## config.mk

```make
export PLATFORM = sky130hd
export DESIGN_NAME = pana_ctrl
export DESIGN_NICKNAME = d
export VERILOG_FILES = /design/src/hw/rtl/pana_pkg.sv /design/src/hw/rtl/pana_ctrl.sv
export SDC_FILE = /design/constraint.sdc
export NUM_CORES = 1
export LEC_CHECK = 0
export BUFFER_PORTS_ARGS = -buffer_cell sky130_fd_sc_hd__buf_2
export CAP_MARGIN = 10
export CORE_AREA = 2 2 39 41
export CTS_CLUSTER_SIZE = 10
export DETAILED_ROUTE_END_ITERATION = 8
export DIE_AREA = 0 0 41 43
export PLACE_DENSITY = 0.38
export RECOVER_POWER = 50
export SYNTH_ARGS = -nofsm -noshare
export SYNTH_HDL_FRONTEND = slang
export SYNTH_SLANG_ARGS = --single-unit
export TNS_END_PERCENT = 20
```

## constraint.sdc

```tcl
create_clock -name i_clk -period 1 [get_ports i_clk]
set_clock_uncertainty 0.1 [all_clocks]
set_input_delay 0.15 -clock i_clk [delete_from_list [all_inputs] [get_ports i_clk]]
set_output_delay 0.15 -clock i_clk [all_outputs]
set_load 0.05 [all_outputs]
```

## src/hw/rtl/pana_pkg.sv

```systemverilog
// ============================================================================
// pana_pkg
// Shared constants, types and address helpers for the pad ADC noise
// accumulator: channel geometry, field widths, store entry layout and the
// command and status bundles between controller and datapath.
// ============================================================================
package pana_pkg;

    localparam int NUM_SECTORS           = 18;
    localparam int NUM_LAYERS            = 6;
    localparam int ROWS_LONG_STACK       = 16;
    localparam int ROWS_SHORT_STACK      = 12;
    localparam int MCM_COLUMNS_PER_BOARD = 4;
    localparam int ADCS_PER_MCM          = 21;

    localparam int NUM_STACKS         = 5;
    localparam int SHORT_STACK        = 2;
    localparam int CHAMBERS_PER_SECT  = NUM_STACKS * NUM_LAYERS;
    localparam int PER_ROW            = 2 * MCM_COLUMNS_PER_BOARD * ADCS_PER_MCM;
    localparam int PER_LONG           = ROWS_LONG_STACK * PER_ROW;
    localparam int PER_SHORT          = ROWS_SHORT_STACK * PER_ROW;
    localparam int PER_LAYER          = (NUM_STACKS - 1) * PER_LONG + PER_SHORT;
    localparam int PER_SECTOR         = NUM_LAYERS * PER_LAYER;
    localparam int TOTAL_CHANNELS     = NUM_SECTORS * PER_SECTOR;

    // detector / 30 as (detector * 2185) >> 16, exact for 10-bit detector
    localparam int SECT_RECIP = 2185;
    localparam int SECT_SHIFT = 16;

    localparam int MODE_W   = 1;
    localparam int DET_W    = 10;
    localparam int ROW_W    = 4;
    localparam int ROB_W    = 3;
    localparam int MCM_W    = 4;
    localparam int CH_W     = 5;
    localparam int SMP_W    = 10;
    localparam int IDX_W    = 21;
    localparam int CNT_W    = 32;
    localparam int SUM_W    = 42;
    localparam int SQ_W     = 52;
    localparam int SECT_W   = 6;
    localparam int REM_W    = 5;
    localparam int STK_W    = 3;
    localparam int LAY_W    = 3;
    localparam int COL_W    = 4;
    localparam int CHAN_W   = 8;
    localparam int LOCAL_W  = 12;
    localparam int PART_W   = 17;
    localparam int PROD_W   = DET_W + 12;
    localparam int WIDE_W   = 23;
    localparam int SMPSQ_W  = 2 * SMP_W;

    localparam int IN_DATA_W  = 40;
    localparam int OUT_DATA_W = 152;

    localparam logic MODE_ACCUM = 1'b0;
    localparam logic MODE_READ  = 1'b1;

    localparam logic STATUS_OK  = 1'b0;
    localparam logic STATUS_ERR = 1'b1;

    typedef struct packed {
        logic             seen;
        logic [CNT_W-1:0] count;
        logic [SUM_W-1:0] sum;
        logic [SQ_W-1:0]  sum_sq;
    } t_entry;

    localparam int ENTRY_W = $bits(t_entry);

    typedef enum logic [2:0] {
        ST_CLEAR,
        ST_IDLE,
        ST_MAP1,
        ST_MAP2,
        ST_SUM1,
        ST_SUM2,
        ST_READ,
        ST_COMMIT
    } t_state;

    typedef struct packed {
        logic load_in;
        logic map1;
        logic map2;
        logic sum1;
        logic sum2;
        logic rd_en;
        logic commit;
        logic clr_en;
    } t_cmd;

    typedef struct packed {
        logic clr_last;
        logic out_free;
    } t_sts;

    function automatic logic [STK_W-1:0] f_stack(input logic [REM_W-1:0] rem);
        logic [STK_W-1:0] stk;
        stk = '0;
        for (int k = 1; k < NUM_STACKS; k++) begin
            if (rem >= REM_W'(k * NUM_LAYERS)) begin
                stk = STK_W'(k);
            end
        end
        return stk;
    endfunction

endpackage

```

## src/hw/rtl/pana_ctrl.sv

```systemverilog
// ============================================================================
// pana_ctrl
// Controller: clearing pass after reset, then one request at a time through
// address mapping, store read and commit.
// ============================================================================
module pana_ctrl (
    input  logic          i_clk,
    input  logic          i_rst_n,
    input  logic          i_in_valid,
    output logic          o_in_ready,
    input  pana_pkg::t_sts i_sts,
    output pana_pkg::t_cmd o_cmd
);
    import pana_pkg::*;

    t_state r_state;
    t_state n_state;

    always_ff @(posedge i_clk) begin
        if (!i_rst_n) begin
            r_state <= ST_CLEAR;
        end else begin
            r_state <= n_state;
        end
    end

    always_comb begin
        n_state = r_state;
        unique case (r_state)
            ST_CLEAR:  if (i_sts.clr_last) n_state = ST_IDLE;
            ST_IDLE:   if (i_in_valid) n_state = ST_MAP1;
            ST_MAP1:   n_state = ST_MAP2;
            ST_MAP2:   n_state = ST_SUM1;
            ST_SUM1:   n_state = ST_SUM2;
            ST_SUM2:   n_state = ST_READ;
            ST_READ:   n_state = ST_COMMIT;
            ST_COMMIT: if (i_sts.out_free) n_state = ST_IDLE;
            default:   n_state = ST_CLEAR;
        endcase
    end

    always_comb begin
        o_cmd      = '0;
        o_in_ready = 1'b0;
        unique case (r_state)
            ST_CLEAR:  o_cmd.clr_en = 1'b1;
            ST_IDLE: begin
                o_in_ready     = 1'b1;
                o_cmd.load_in  = i_in_valid;
            end
            ST_MAP1:   o_cmd.map1 = 1'b1;
            ST_MAP2:   o_cmd.map2 = 1'b1;
            ST_SUM1:   o_cmd.sum1 = 1'b1;
            ST_SUM2:   o_cmd.sum2 = 1'b1;
            ST_READ:   o_cmd.rd_en = 1'b1;
            ST_COMMIT: o_cmd.commit = i_sts.out_free;
            default:   o_cmd = '0;
        endcase
    end

    a_commit_holds: assert property (@(posedge i_clk) disable iff (!i_rst_n)
        (r_state == ST_COMMIT && !i_sts.out_free) |=> (r_state == ST_COMMIT))
        else $error("commit left while output register full");

    a_no_accept_in_clear: assert property (@(posedge i_clk) disable iff (!i_rst_n)
        (r_state == ST_CLEAR) |-> (!o_in_ready && !o_cmd.load_in))
        else $error("transfer accepted during clearing pass");

    a_read_then_commit: assert property (@(posedge i_clk) disable iff (!i_rst_n)
        o_cmd.rd_en |=> (r_state == ST_COMMIT))
        else $error("store read not followed by commit");

endmodule

```

==> flow_summary_export.csv <==
group,metric,value,unit
run_status,status,"finished with violations",
run_status,violations,"negative setup slack",
power_and_ir_drop,p_leak,0.0002128,uW
timing,grt_setup_unrepaired,"true",
clock_tree,clk_path_buf_depth,2,
clock_tree,cts_buffers,3,
floorplanning,core_area,1384,um^2
grt,grt-ovfl-total,0,
run,cap_violations,0,
layout,diodes,0,
grt,antenna_found_initial,0,
layout,largest_register_ffs,3,
power_and_ir_drop,power.density,1511,nW/um^2
floorplanning,die_y,43,um
timing,period_share,136.2,%
floorplanning,pin_count,14,
critical_path,endpoint_kind,"primary output",
critical_path,crit_type,"reg -> out",
clock_tree,cts.sinks,3,
placement,placedCellCount,62,
timing,max_slew.worst_pin.slew,224.6,ps
synth,yosysTopAreaCellShare,28.57,%
floorplanning,start_util,15.19,%
critical_path,critical_path.max_fanout,7,
synth,synth-adder-area-share,0,%
clock_tree,h-tree-depth,1,
route,drc,0,
grt,grt_pass1_wl,1283,um
layout,final_cells,67,
clock_tree,cts_tree,"yes",
synth,ys_async_sr_fraction,0,%
synth,synth_xor_area_share,0,%
synth,synth_most_common_cell,"nor2_1",
synth,synth_area_leaders,"dfxtp_1 (29%), nor2_1 (8.9%), nor3_1 (7.1%)",
synth,synth_edf_count,0,
timing,finalSetupViolations,11,
power_and_ir_drop,max-vdd-ir-drop,0.5172,mV
synth,synth_mux_area_share,0,%
route,postRouteWirelength,730,um
layout,regMostFlops,"r_state",
power_and_ir_drop,finalPower,737.1,uW
synth,syn_area,210.2,um^2
timing,setup_slack,-361.7,ps
timing,max_freq,734.4,MHz
clock_tree,hold_buffers,0,
grt,grt.total_usage,11.35,%
timing,period_needed,1362,ps
layout,areaGrowthSynthToFinish,132.1,%
synth,synth_compound_area_share,14.29,%
synth,syn-num-nets,33,
synth,ys.flop_type,"dfxtp_1",
clock_tree,path_clk_slew,30,ps
synth,synth-warning-count,0,
critical_path,cp-start-kind,"flip-flop",
synth,synth_top_family_by_area,"simple AND/OR/NAND/NOR gates",
layout,top_regs,"r_state: 3 flops",
route,dr.pass1.iters,3,
timing,drv_slew,0,
placement,place_ws,-243.4,ps
placement,gp_congestion,0.6702,
critical_path,cp_data_required_time,750,ps
route,vias_per_cell,4.134,
clock_tree,root_buffer,"clkbuf_4",
synth,syn_inst,28,
synth,syn_avg_cell_area,7.507,um^2
critical_path,cp.arrival,1110,ps
synth,synth.ff_latch_count,3,
grt,grt_max_degree,9,
synth,synth-simple-area-share,44.64,%
synth,synthTopCellsByCount,"nor2_1 (5), dfxtp_1 (3), nor3_1 (3)",
placement,port_buffers,13,
route,postRouteAntennaNets,0,
layout,drive_gt1_share,76.47,%
synth,yosysSeqAreaShare,28.57,%
timing,max-slew-margin-rel,84.89,%
synth,post-synth-top-area-cell,"dfxtp_1",
route,wire_per_inst,10.90,um
layout,layout.nets,57,
grt,grt_pass1_vias,276,
worst_hold_path,hold_path_class,"in -> reg",
clock_tree,clk_latency,230,ps
route,num_vias,277,
timing,hold_viol,0,
floorplanning,dieArea,1763,um^2
floorplanning,die_w,41,um
placement,place_hpwl,487.5,um
synth,yosysUniqueCellTypes,17,
floorplanning,std_cell_rows,14,
route,drtIter0Drc,3,
==> through the flow <==
| stage | hold slack (ps) | util, % | area, um^2 | TNS [ps] |
|---|---|---|---|---|
| 6_report | 81.47 | 35.26 | 488.0 | -2900 |
| 5_1_grt | 82.38 | 35.26 | 488.0 | -3568 |
| 4_1_cts | 67.60 | 32.91 | 455.4 | -2864 |
| 3_5_place_dp | 319.7 | 26.40 | 365.4 | -1730 |
| 3_3_place_gp | 328.2 | 26.40 | 365.4 | -1806 |
| 2_1_floorplan | 185.7 | - | 250.2 | -2490 |
==> final cells by class <==
cell class / count / area [um^2]
clock buffer: 4 / 26.28
fill: 158 / 895.9
inverter: 2 / 7.507
multi-input combinational: 21 / 182.7
sequential: 3 / 68.82
tap: 16 / 20.02
timing repair buffer: 21 / 182.7
==> power by group <==
| part | total (uW) | leakage [uW] | switching, uW | internal [uW] |
|---|---|---|---|---|
| Clock | 207 | 0.0000150 | 58.1 | 149 |
| Sequential | 168 | 0.0000264 | 31.2 | 137 |
| Combinational | 362 | 0.000171 | 212 | 150 |
==> kinds of logic after synthesis <==
logic type | Yosys count
buf+inv | 4
compound gates | 4
simple gates | 17
flops | 3
==> per-layer routing <==
layer  GRT usage (%)  routed length (um)  part of all wire, %
met3           5.236                  47                  6.4
met1           14.47                 284                   39
met4           10.00                   0                    0
met5               0                   0                    0
met2           13.44                 398                   55
==> critical path, stage by stage, from the launching register on <==
cell and delay, ps:
dfxtp_4 360, nand2b_4 160, nor2_4 80, and2_4 140
buf_8 130
==> path summary, 6_finish.rpt <==
kind,cells past startpoint,end,slack (ps),from
max,4,o_cmd[7],-360,r_state[2]
min,3,r_state[0],80,i_rst_n
min reg2reg,2,r_state[2],500,r_state[0]
max reg2reg,4,r_state[1],-80,r_state[0]
==> what timing repair did <==
| item | CTS | global route |
|---|---|---|
| setup buffers | 0 | 1 |
| pin swaps | 1 | 0 |
| endpoints found under the setup margin | 12 | 12 |
| gates resized for setup | 22 | 5 |
==> placed cells by master (no fill, tap or decap) <==
cell      count
nand2b_4      1
dfxtp_2       1
nor2_1        2
and3_1        2
nor2_4        3
o21ai_0       1
o21ai_2       1
nor3_4        1
nor2_2        1
clkbuf_1      1
nor3b_1       1
nand2_2       1
nor4_1        1
a21oi_1       1
nand2_1       1
dfxtp_4       2
clkbuf_4      3
buf_2         5
buf_8         2
and2_4        1
buf_4         8
a221oi_4      1
nor3_1        1
inv_1         1
buf_6         6
nor3_2        1
inv_2         1
(Power assumes the default switching activity.)
